## src/rtl/core/aesccm_pkg.sv

```systemverilog
// Shared types, constants and AES round functions for the CCM engine.
`default_nettype none
package aesccm_pkg;

    // Work items of the function field.
    localparam logic [2:0] FUNC_START  = 3'd0;
    localparam logic [2:0] FUNC_AAD    = 3'd1;
    localparam logic [2:0] FUNC_ENC    = 3'd2;
    localparam logic [2:0] FUNC_DEC    = 3'd3;
    localparam logic [2:0] FUNC_FINISH = 3'd4;

    // Configuration register indexes.
    localparam logic [2:0] REG_KEY0  = 3'd0;
    localparam logic [2:0] REG_KEY1  = 3'd1;
    localparam logic [2:0] REG_KEY2  = 3'd2;
    localparam logic [2:0] REG_KEY3  = 3'd3;
    localparam logic [2:0] REG_KSIZE = 3'd4;
    localparam logic [2:0] REG_TAG   = 3'd5;
    localparam logic [2:0] REG_NONCE = 3'd6;

    // Key size codes.
    localparam logic [1:0] KSIZE_128 = 2'd0;
    localparam logic [1:0] KSIZE_192 = 2'd1;

    typedef struct packed {
        logic [2:0]  func;
        logic [63:0] data_hi;
        logic [63:0] data_lo;
        logic [4:0]  byte_count;
        logic [63:0] aad_total;
        logic [63:0] msg_total;
    } t_in_word;

    typedef struct packed {
        logic [63:0] out_hi;
        logic [63:0] out_lo;
        logic [4:0]  out_count;
        logic        is_tag;
    } t_out_word;

    // Round key write from the key schedule to the cipher's key store.
    typedef struct packed {
        logic         we;
        logic [3:0]   addr;
        logic [127:0] data;
    } t_rk_wr;

    localparam logic [7:0] SBOX [256] = '{
        8'h63,8'h7c,8'h77,8'h7b,8'hf2,8'h6b,8'h6f,8'hc5,8'h30,8'h01,8'h67,8'h2b,8'hfe,8'hd7,8'hab,8'h76,
        8'hca,8'h82,8'hc9,8'h7d,8'hfa,8'h59,8'h47,8'hf0,8'had,8'hd4,8'ha2,8'haf,8'h9c,8'ha4,8'h72,8'hc0,
        8'hb7,8'hfd,8'h93,8'h26,8'h36,8'h3f,8'hf7,8'hcc,8'h34,8'ha5,8'he5,8'hf1,8'h71,8'hd8,8'h31,8'h15,
        8'h04,8'hc7,8'h23,8'hc3,8'h18,8'h96,8'h05,8'h9a,8'h07,8'h12,8'h80,8'he2,8'heb,8'h27,8'hb2,8'h75,
        8'h09,8'h83,8'h2c,8'h1a,8'h1b,8'h6e,8'h5a,8'ha0,8'h52,8'h3b,8'hd6,8'hb3,8'h29,8'he3,8'h2f,8'h84,
        8'h53,8'hd1,8'h00,8'hed,8'h20,8'hfc,8'hb1,8'h5b,8'h6a,8'hcb,8'hbe,8'h39,8'h4a,8'h4c,8'h58,8'hcf,
        8'hd0,8'hef,8'haa,8'hfb,8'h43,8'h4d,8'h33,8'h85,8'h45,8'hf9,8'h02,8'h7f,8'h50,8'h3c,8'h9f,8'ha8,
        8'h51,8'ha3,8'h40,8'h8f,8'h92,8'h9d,8'h38,8'hf5,8'hbc,8'hb6,8'hda,8'h21,8'h10,8'hff,8'hf3,8'hd2,
        8'hcd,8'h0c,8'h13,8'hec,8'h5f,8'h97,8'h44,8'h17,8'hc4,8'ha7,8'h7e,8'h3d,8'h64,8'h5d,8'h19,8'h73,
        8'h60,8'h81,8'h4f,8'hdc,8'h22,8'h2a,8'h90,8'h88,8'h46,8'hee,8'hb8,8'h14,8'hde,8'h5e,8'h0b,8'hdb,
        8'he0,8'h32,8'h3a,8'h0a,8'h49,8'h06,8'h24,8'h5c,8'hc2,8'hd3,8'hac,8'h62,8'h91,8'h95,8'he4,8'h79,
        8'he7,8'hc8,8'h37,8'h6d,8'h8d,8'hd5,8'h4e,8'ha9,8'h6c,8'h56,8'hf4,8'hea,8'h65,8'h7a,8'hae,8'h08,
        8'hba,8'h78,8'h25,8'h2e,8'h1c,8'ha6,8'hb4,8'hc6,8'he8,8'hdd,8'h74,8'h1f,8'h4b,8'hbd,8'h8b,8'h8a,
        8'h70,8'h3e,8'hb5,8'h66,8'h48,8'h03,8'hf6,8'h0e,8'h61,8'h35,8'h57,8'hb9,8'h86,8'hc1,8'h1d,8'h9e,
        8'he1,8'hf8,8'h98,8'h11,8'h69,8'hd9,8'h8e,8'h94,8'h9b,8'h1e,8'h87,8'he9,8'hce,8'h55,8'h28,8'hdf,
        8'h8c,8'ha1,8'h89,8'h0d,8'hbf,8'he6,8'h42,8'h68,8'h41,8'h99,8'h2d,8'h0f,8'hb0,8'h54,8'hbb,8'h16
    };

    function automatic logic [7:0] xtime(input logic [7:0] x);
        return {x[6:0], 1'b0} ^ (x[7] ? 8'h1b : 8'h00);
    endfunction

    function automatic logic [31:0] sub_word(input logic [31:0] w);
        return {SBOX[w[31:24]], SBOX[w[23:16]], SBOX[w[15:8]], SBOX[w[7:0]]};
    endfunction

    // One AES round: SubBytes, ShiftRows, MixColumns unless last, AddRoundKey.
    function automatic logic [127:0] aes_round(input logic [127:0] s, input logic [127:0] rk,
                                               input logic last);
        logic [7:0]   a [16];
        logic [7:0]   n [16];
        logic [7:0]   m [16];
        logic [7:0]   al;
        logic [127:0] r;
        for (int i = 0; i < 16; i++) a[i] = s[127-8*i -: 8];
        for (int c = 0; c < 4; c++) begin
            for (int i = 0; i < 4; i++) begin
                n[c*4+i] = SBOX[a[((c+i) % 4)*4+i]];
            end
        end
        for (int c = 0; c < 4; c++) begin
            al = n[c*4] ^ n[c*4+1] ^ n[c*4+2] ^ n[c*4+3];
            m[c*4]   = n[c*4]   ^ al ^ xtime(n[c*4]   ^ n[c*4+1]);
            m[c*4+1] = n[c*4+1] ^ al ^ xtime(n[c*4+1] ^ n[c*4+2]);
            m[c*4+2] = n[c*4+2] ^ al ^ xtime(n[c*4+2] ^ n[c*4+3]);
            m[c*4+3] = n[c*4+3] ^ al ^ xtime(n[c*4+3] ^ n[c*4]);
        end
        for (int i = 0; i < 16; i++) begin
            r[127-8*i -: 8] = (last ? n[i] : m[i]) ^ rk[127-8*i -: 8];
        end
        return r;
    endfunction

endpackage
`default_nettype wire

```

## src/rtl/core/aesccm_keyexp.sv

```systemverilog
// Iterative AES key schedule: one 32-bit schedule word per cycle into the key store.
`default_nettype none
module aesccm_keyexp (
    input  wire logic                 i_clk,
    input  wire logic                 i_rst_n,
    input  wire logic                 i_start,
    input  wire logic [255:0]         i_key,
    input  wire logic [1:0]           i_key_size,
    output aesccm_pkg::t_rk_wr        o_wr,
    output logic                      o_done
);
    logic         r_busy;
    logic         r_done;
    logic [5:0]   r_idx;
    logic [2:0]   r_mod;
    logic [7:0]   r_rcon;
    logic [3:0]   r_nk;
    logic [5:0]   r_last;
    logic [255:0] r_key;
    logic [31:0]  r_win [8];
    logic [95:0]  r_acc;
    logic [31:0]  prev;
    logic [31:0]  old;
    logic [31:0]  tw;
    logic [31:0]  word;

    function automatic logic [31:0] sub_word_rot(input logic [31:0] w);
        return aesccm_pkg::sub_word({w[23:0], w[31:24]});
    endfunction

    // Next schedule word from the window of the last eight words.
    always_comb begin
        prev = r_win[7];
        unique case (r_nk)
            4'd4:    old = r_win[4];
            4'd6:    old = r_win[2];
            default: old = r_win[0];
        endcase
        priority if (r_mod == 3'd0) begin
            tw = sub_word_rot(prev) ^ {r_rcon, 24'h0};
        end else if (r_nk == 4'd8 && r_mod == 3'd4) begin
            tw = aesccm_pkg::sub_word(prev);
        end else begin
            tw = prev;
        end
        word = ({2'b00, r_idx} < {4'b0, r_nk}) ? r_key[255:224] : (old ^ tw);
    end

    // Sequencer over the schedule words.
    always_ff @(posedge i_clk) begin
        if (!i_rst_n) begin
            r_busy <= 1'b0;
            r_done <= 1'b0;
        end else begin
            r_done <= 1'b0;
            if (i_start) begin
                r_busy <= 1'b1;
                r_idx  <= 6'd0;
                r_mod  <= 3'd0;
                r_rcon <= 8'h01;
                r_key  <= i_key;
                unique case (i_key_size)
                    aesccm_pkg::KSIZE_128: begin
                        r_nk   <= 4'd4;
                        r_last <= 6'd43;
                    end
                    aesccm_pkg::KSIZE_192: begin
                        r_nk   <= 4'd6;
                        r_last <= 6'd51;
                    end
                    default: begin
                        r_nk   <= 4'd8;
                        r_last <= 6'd59;
                    end
                endcase
            end else if (r_busy) begin
                r_key <= {r_key[223:0], 32'h0};
                for (int k = 0; k < 7; k++) r_win[k] <= r_win[k+1];
                r_win[7] <= word;
                r_acc    <= {r_acc[63:0], word};
                if (r_mod == 3'(r_nk - 4'd1)) begin
                    r_mod <= 3'd0;
                end else begin
                    r_mod <= r_mod + 3'd1;
                end
                if (r_mod == 3'd0 && {2'b00, r_idx} >= {4'b0, r_nk}) begin
                    r_rcon <= aesccm_pkg::xtime(r_rcon);
                end
                r_idx <= r_idx + 6'd1;
                if (r_idx == r_last) begin
                    r_busy <= 1'b0;
                    r_done <= 1'b1;
                end
            end
        end
    end

    // A full round key row is written on every fourth word.
    assign o_wr.we   = r_busy && !i_start && (r_idx[1:0] == 2'd3);
    assign o_wr.addr = r_idx[5:2];
    assign o_wr.data = {r_acc, word};
    assign o_done    = r_done;

endmodule
`default_nettype wire

```

## config.mk

```make
export PLATFORM = sky130hd
export DESIGN_NAME = aesccm_keyexp
export DESIGN_NICKNAME = d
export VERILOG_FILES = /design/src/rtl/core/aesccm_pkg.sv /design/src/rtl/core/aesccm_keyexp.sv
export SDC_FILE = /design/constraint.sdc
export NUM_CORES = 1
export LEC_CHECK = 0
export ABC_AREA = 1
export BUFFER_PORTS_ARGS = -buffer_cell sky130_fd_sc_hd__buf_2
export CAP_MARGIN = 20
export CELL_PAD_IN_SITES_DETAIL_PLACEMENT = 1
export CELL_PAD_IN_SITES_GLOBAL_PLACEMENT = 1
export CORE_UTILIZATION = 45
export DETAILED_ROUTE_END_ITERATION = 16
export GPL_ROUTABILITY_DRIVEN = 0
export PLACE_DENSITY_LB_ADDON = 0.1
export SYNTH_ARGS = -nofsm -noshare
export SYNTH_HDL_FRONTEND = slang
export SYNTH_SLANG_ARGS = --single-unit
```

## constraint.sdc

```tcl
create_clock -name i_clk -period 17.5 [get_ports i_clk]
set_input_delay 2.625 -clock i_clk [delete_from_list [all_inputs] [get_ports i_clk]]
set_output_delay 2.625 -clock i_clk [all_outputs]
set_load 0.03 [all_outputs]
```

# After elaboration in Yosys (flattened, before gate mapping)

Memory sizes are Yosys's and may differ from the RTL's.
Index checks and enable logic that the tools add are counted.
W data, S select, Z words.

Multiplexer cells: 30
Add/sub/neg operators: 3
Magnitude comparators: 6
Reductions and logical operators: 14
Equality and inequality tests: 8
Bitwise operators: 10

Operators by type and width:

| operator              | count |
|---|---|
| $mux W256             | 2 |
| $mux W32              | 3 |
| $mux W8               | 10 |
| $pmux W32 S2          | 1 |
| $xor A32 B32 Y32      | 2 |
| $ge A9 B9 Y1 const B  | 4 |
| $not A8 Y9            | 4 |
| $pmux W5 S2           | 1 |
| $eq A4 B3 Y1 const B  | 2 |
| $mux W1               | 8 |
| $pmux W4 S2           | 1 |
| $xor A8 B5 Y8         | 1 |
| $add A6 B1 Y6 const B | 1 |
| $eq A6 B6 Y1          | 1 |
| $ge A6 B4 Y1          | 1 |
| $lt A6 B4 Y1          | 1 |
| $mux W3               | 2 |
| $mux W6               | 1 |
| $reduce_and A3 Y1     | 2 |
| $mux W5               | 1 |
| $eq A4 B4 Y1 const B  | 1 |
| $logic_and A1 B1 Y1   | 4 |
| $reduce_and A2 Y1     | 2 |
| $reduce_bool A2 Y1    | 2 |
| 11 further kinds      | 13 |

Word-level logic and storage cells: 85
Bits in writable memories: 256
Memories kept: 5
Output and inout bits: 134
Flip-flop bits (word level): 381
ROM bits: 8192
Bits of input ports: 261

Memories:

| name            | depth | width | read ports | clocked after memory_dff | write ports | line                | RTL |
|---|---|---|---|---|---|---|---|
| (no name shown) | 256   | 8     | 1          | 0                        | 0           | aesccm_pkg.sv:72    | `return {SBOX[w[31:24]], SBOX[w[23:16]], SBOX[w[15:8]], SBOX[w[7:0]]};` |
| (no name shown) | 256   | 8     | 1          | 0                        | 0           | aesccm_pkg.sv:72    |  |
| (no name shown) | 256   | 8     | 1          | 0                        | 0           | aesccm_pkg.sv:72    |  |
| (no name shown) | 256   | 8     | 1          | 0                        | 0           | aesccm_pkg.sv:72    |  |
| r_win           | 8     | 32    | 8          | 0                        | 8           | aesccm_keyexp.sv:20 | `logic [31:0] r_win [8];` |

# Depth between registers and ports, before layout

An unclocked memory read counts as a cell.

Word-level depth: 9
Mapped depth: 20
Gate-level depth less buffers: 19

# Least setup slack after synthesis

OpenSTA, ideal clock, no wires.

Path type: input-to-reg
From: in i_start
To: mem r_win[0][0] (enable)
Stages: 4
Path slack: 2.763 ns
Path buffers: 3
Required time: 16.623 ns
Library setup time: 0.877 ns
Arrival: 13.859 ns
Cell sequence: clkbuf_1 > clkbuf_1 > clkbuf_1 > nor2_1

RTL lines:

| element            | line                | RTL |
|---|---|---|
| start: declaration | aesccm_keyexp.sv:6  | `input wire logic i_start,` |
| end: declaration   | aesccm_keyexp.sv:20 |  |

==> flow_summary.ini <==
[power]
pwr-share-seq_pct = 46.1
clock_power_share_pct = 37.5
power.density_nw_per_um2 = 95.88
swShare_pct = 29.36
total_leakage_power_uw = 0.01813
max-vdd-ir-drop_uv = 74.67
p_int_uw = 2778
p_sw_uw = 1154
p_comb_share_pct = 16.4

[timing]
maxSlewViolCount = 0
fmax_mhz = 133.0
fin_crit_ns = 7.516
worst_pin_slew_ns = 1.121
hold_violations = 0
maxSlewHeadroom_pct = 25.26
setup_tns_ns = 0
setup_viol = 0
rsz0062_at_grt = no
holdWs_ns = 0.3825
fin_skew_ns = 0.04706
min_period_over_period_pct = 42.95

[setup_path]
path_max_fanout = 19
reg2reg_from = r_win[1][105]$_DFFE_PP_
startpoint_type = flop
critical_path_class = reg2out
worst-endpoint-required_ns = 14.88
timing.rr.end = r_acc[20]$_DFFE_PP_
end_kind = output pin
arrival_ns = 4.89
crit_path_start = r_win[1][105]$_DFFE_PP_
r2r_cells = 14
rrSetupSlack_ns = 13.18

[floorplan]
ios = 395
row_count = 103
initial_core_util_pct = 45.58
fp.dieArea_um2 = 81280
die_h_um = 285.1
die_w_um = 285.1
core-area_um2 = 79130

[logic_synthesis]
synthFlopType = edfxtp_1
synth-seq-cells = 632
yosysTopAreaCell = edfxtp_1
ys_seq_area_share_pct = 52.56
synth.cell_area_um2 = 36070
ys_types = 38
synth_edf_count = 630
ys_warn_count = 0
avgSynthCellArea_um2 = 8.092
ys_top_cells_by_area = edfxtp_1 52%, nand2_1 17%, nand3_1 12%
syn_nets = 4787
netlist_instances = 4457
yosysTopAreaCellShare_pct = 52.45
ys_async_sr_fraction_pct = 0

[cts]
clk_path_buf_depth = 3
insertion_delay_ns = 0.63
numClockSinks = 632
cts_hold_buf = 0
clkSlewWorstSetupHoldPaths_ns = 0.07
cts_htree_levels = 3
numCtsBuffers = 71
cts_resized = 0
cts_tree = built
root_buffer = clkbuf_16
postCtsSetupRepairBufs = 0

[global_routing]
grt_pass1_wl_mm = 211.2
antenna_found_initial = 51
overflow = 0
grt_usage_pct = 33.82
grt_pass1_vias = 34018
grt_max_degree = 150

[final_layout]
final_nets = 5037
drive_gt1_share_pct = 12.14
n_fill_cell = 9664
multi_input_area_um2 = 14960
final_common_cell = nand2_1
fin_area_um2 = 41010
final_cells = 5826
seqCellArea_um2 = 18960
mostFrequentLayoutCells = 1672 x nand2_1, 843 x nand3_1, 630 x edfxtp_1, 393 x buf_2, 245 x inv_1
area_growth_pct = 13.71

[routing]
drt-pass1-iter-count = 6
vias = 34889
viasPerCell = 5.988
route.detailed.drc = 0
drtAntennaViolNets = 0
met1_length_mm = 56.25
wl_met2_mm = 64.81
wire_per_inst_um = 24.26
met3_length_mm = 14.23
drtIter0Drc = 4880
top_layer = met5
finalWirelength_mm = 141.3

[hold_path]
holdCritPathClass = reg2reg
min_from = r_win[1][52]$_DFFE_PP_
hold_path_end = r_win[1][20]$_DFFE_PP_
holdPathStages = 0

[place]
dp_cells = 5681
placed_area_um2 = 38600
place_hpwl_mm = 99.14
portBuffers = 394

[outcome]
status = finished clean

[run]
drv_cap = 0
## Yosys cell counts (2+ instances only)
cell      number
buf_1         49
inv_1        246
buf_4         15
xnor2_1        4
o21ai_1       22
a31oi_1        8
inv_2         23
dfxtp_1        2
xor2_1         2
nand4_1       29
nand3_1      843
edfxtp_1     630
ha_1          69
nor3_1         5
nand3b_1       6
o211ai_1      82
buf_2         65
o21a_1         2
a21oi_1      162
nand2_1     1674
nand2_2        4
clkinv_1       9
nor2_2         4
o21ai_0      148
o22ai_1        4
clkbuf_1     135
nor2_1       204
## sequential cells by signal, summed over array words and instances (netlist names), 2 cells and up
register and cells:
r_idx 6, r_win 256, r_acc 96, r_key 256
r_rcon 8, r_last 2, r_nk 3, r_mod 3
## worst max-delay path: stages (launching register included)
cell and delay [ns]:
edfxtp_1 0.95, inv_1 0.49, ha_1 0.52, a21oi_1 0.55, nand2_1 0.10, nand3_1 0.11, nand3_1 0.13, nand3_1 0.19
nand3_1 0.14, nand2_1 0.18, nand2_1 0.13, nand3_1 0.14, nand3_1 0.12, nand2_1 0.25, buf_2 0.25
## cells by family (layout without fill, tap and decap cells)
group                    count (synthesis)  after routing  synth area share [%]
other                                    0             14                     0
buffers and inverters                  543            848                 6.054
adder cells (fa/ha/maj)                 69             69                 2.394
AND/OR/NAND/NOR                       2774           2774                 32.17
AO/OA/AOI/OAI                          433            433                 6.675
XOR/XNOR                                 6              6                0.1457
flip-flops                             632            632                 52.56
## worst max path at each step
stage / endpoint / slack (ns) / cells past startpoint
final: o_wr[20] / 9.98 / 14
after global routing: o_wr[20] / 9.76 / 14
after CTS: o_wr[3] / 10.12 / 16
after detailed placement: r_key[5]$_SDFFCE_PN0P_ / 10.67 / 6
after global placement: r_key[5]$_SDFFCE_PN0P_ / 10.71 / 6
after floorplan: r_win[0][0]$_DFFE_PP_ / 2.76 / 4
## through the flow
stage	setup WS, ns	utilization [%]	power [uW]
after floorplan	2.764	-	2252
after CTS	10.12	51.69	3944
final	9.984	51.83	3932
after detailed placement	10.67	48.78	2468
after global routing	9.763	51.82	4066
after global placement	10.71	48.78	2451
## power groups by stage
stage,clock network [uW],registers [uW],logic (uW)
global placement,0,1840,615
CTS,1500,1810,631
finish,1480,1810,645
global route,1550,1820,696
detailed placement,0,1840,626
floorplan,0,1860,387
## final cells by class
cell class / count / area share, %
clock buffer: 86 / 4.470
inverter: 278 / 2.563
tap: 1050 / 3.203
sequential: 632 / 46.23
timing repair buffer: 442 / 5.836
clock inverter: 42 / 1.141
multi-input combinational: 3282 / 36.47
antenna: 14 / 0.08543
## per-layer routing
metal	GRT usage, %	vias up
met5	0	-
met4	12.81	48
met3	8.088	449
met2	53.59	2005
met1	44.89	16788
li1	-	15599
(Power assumes the default switching activity.)
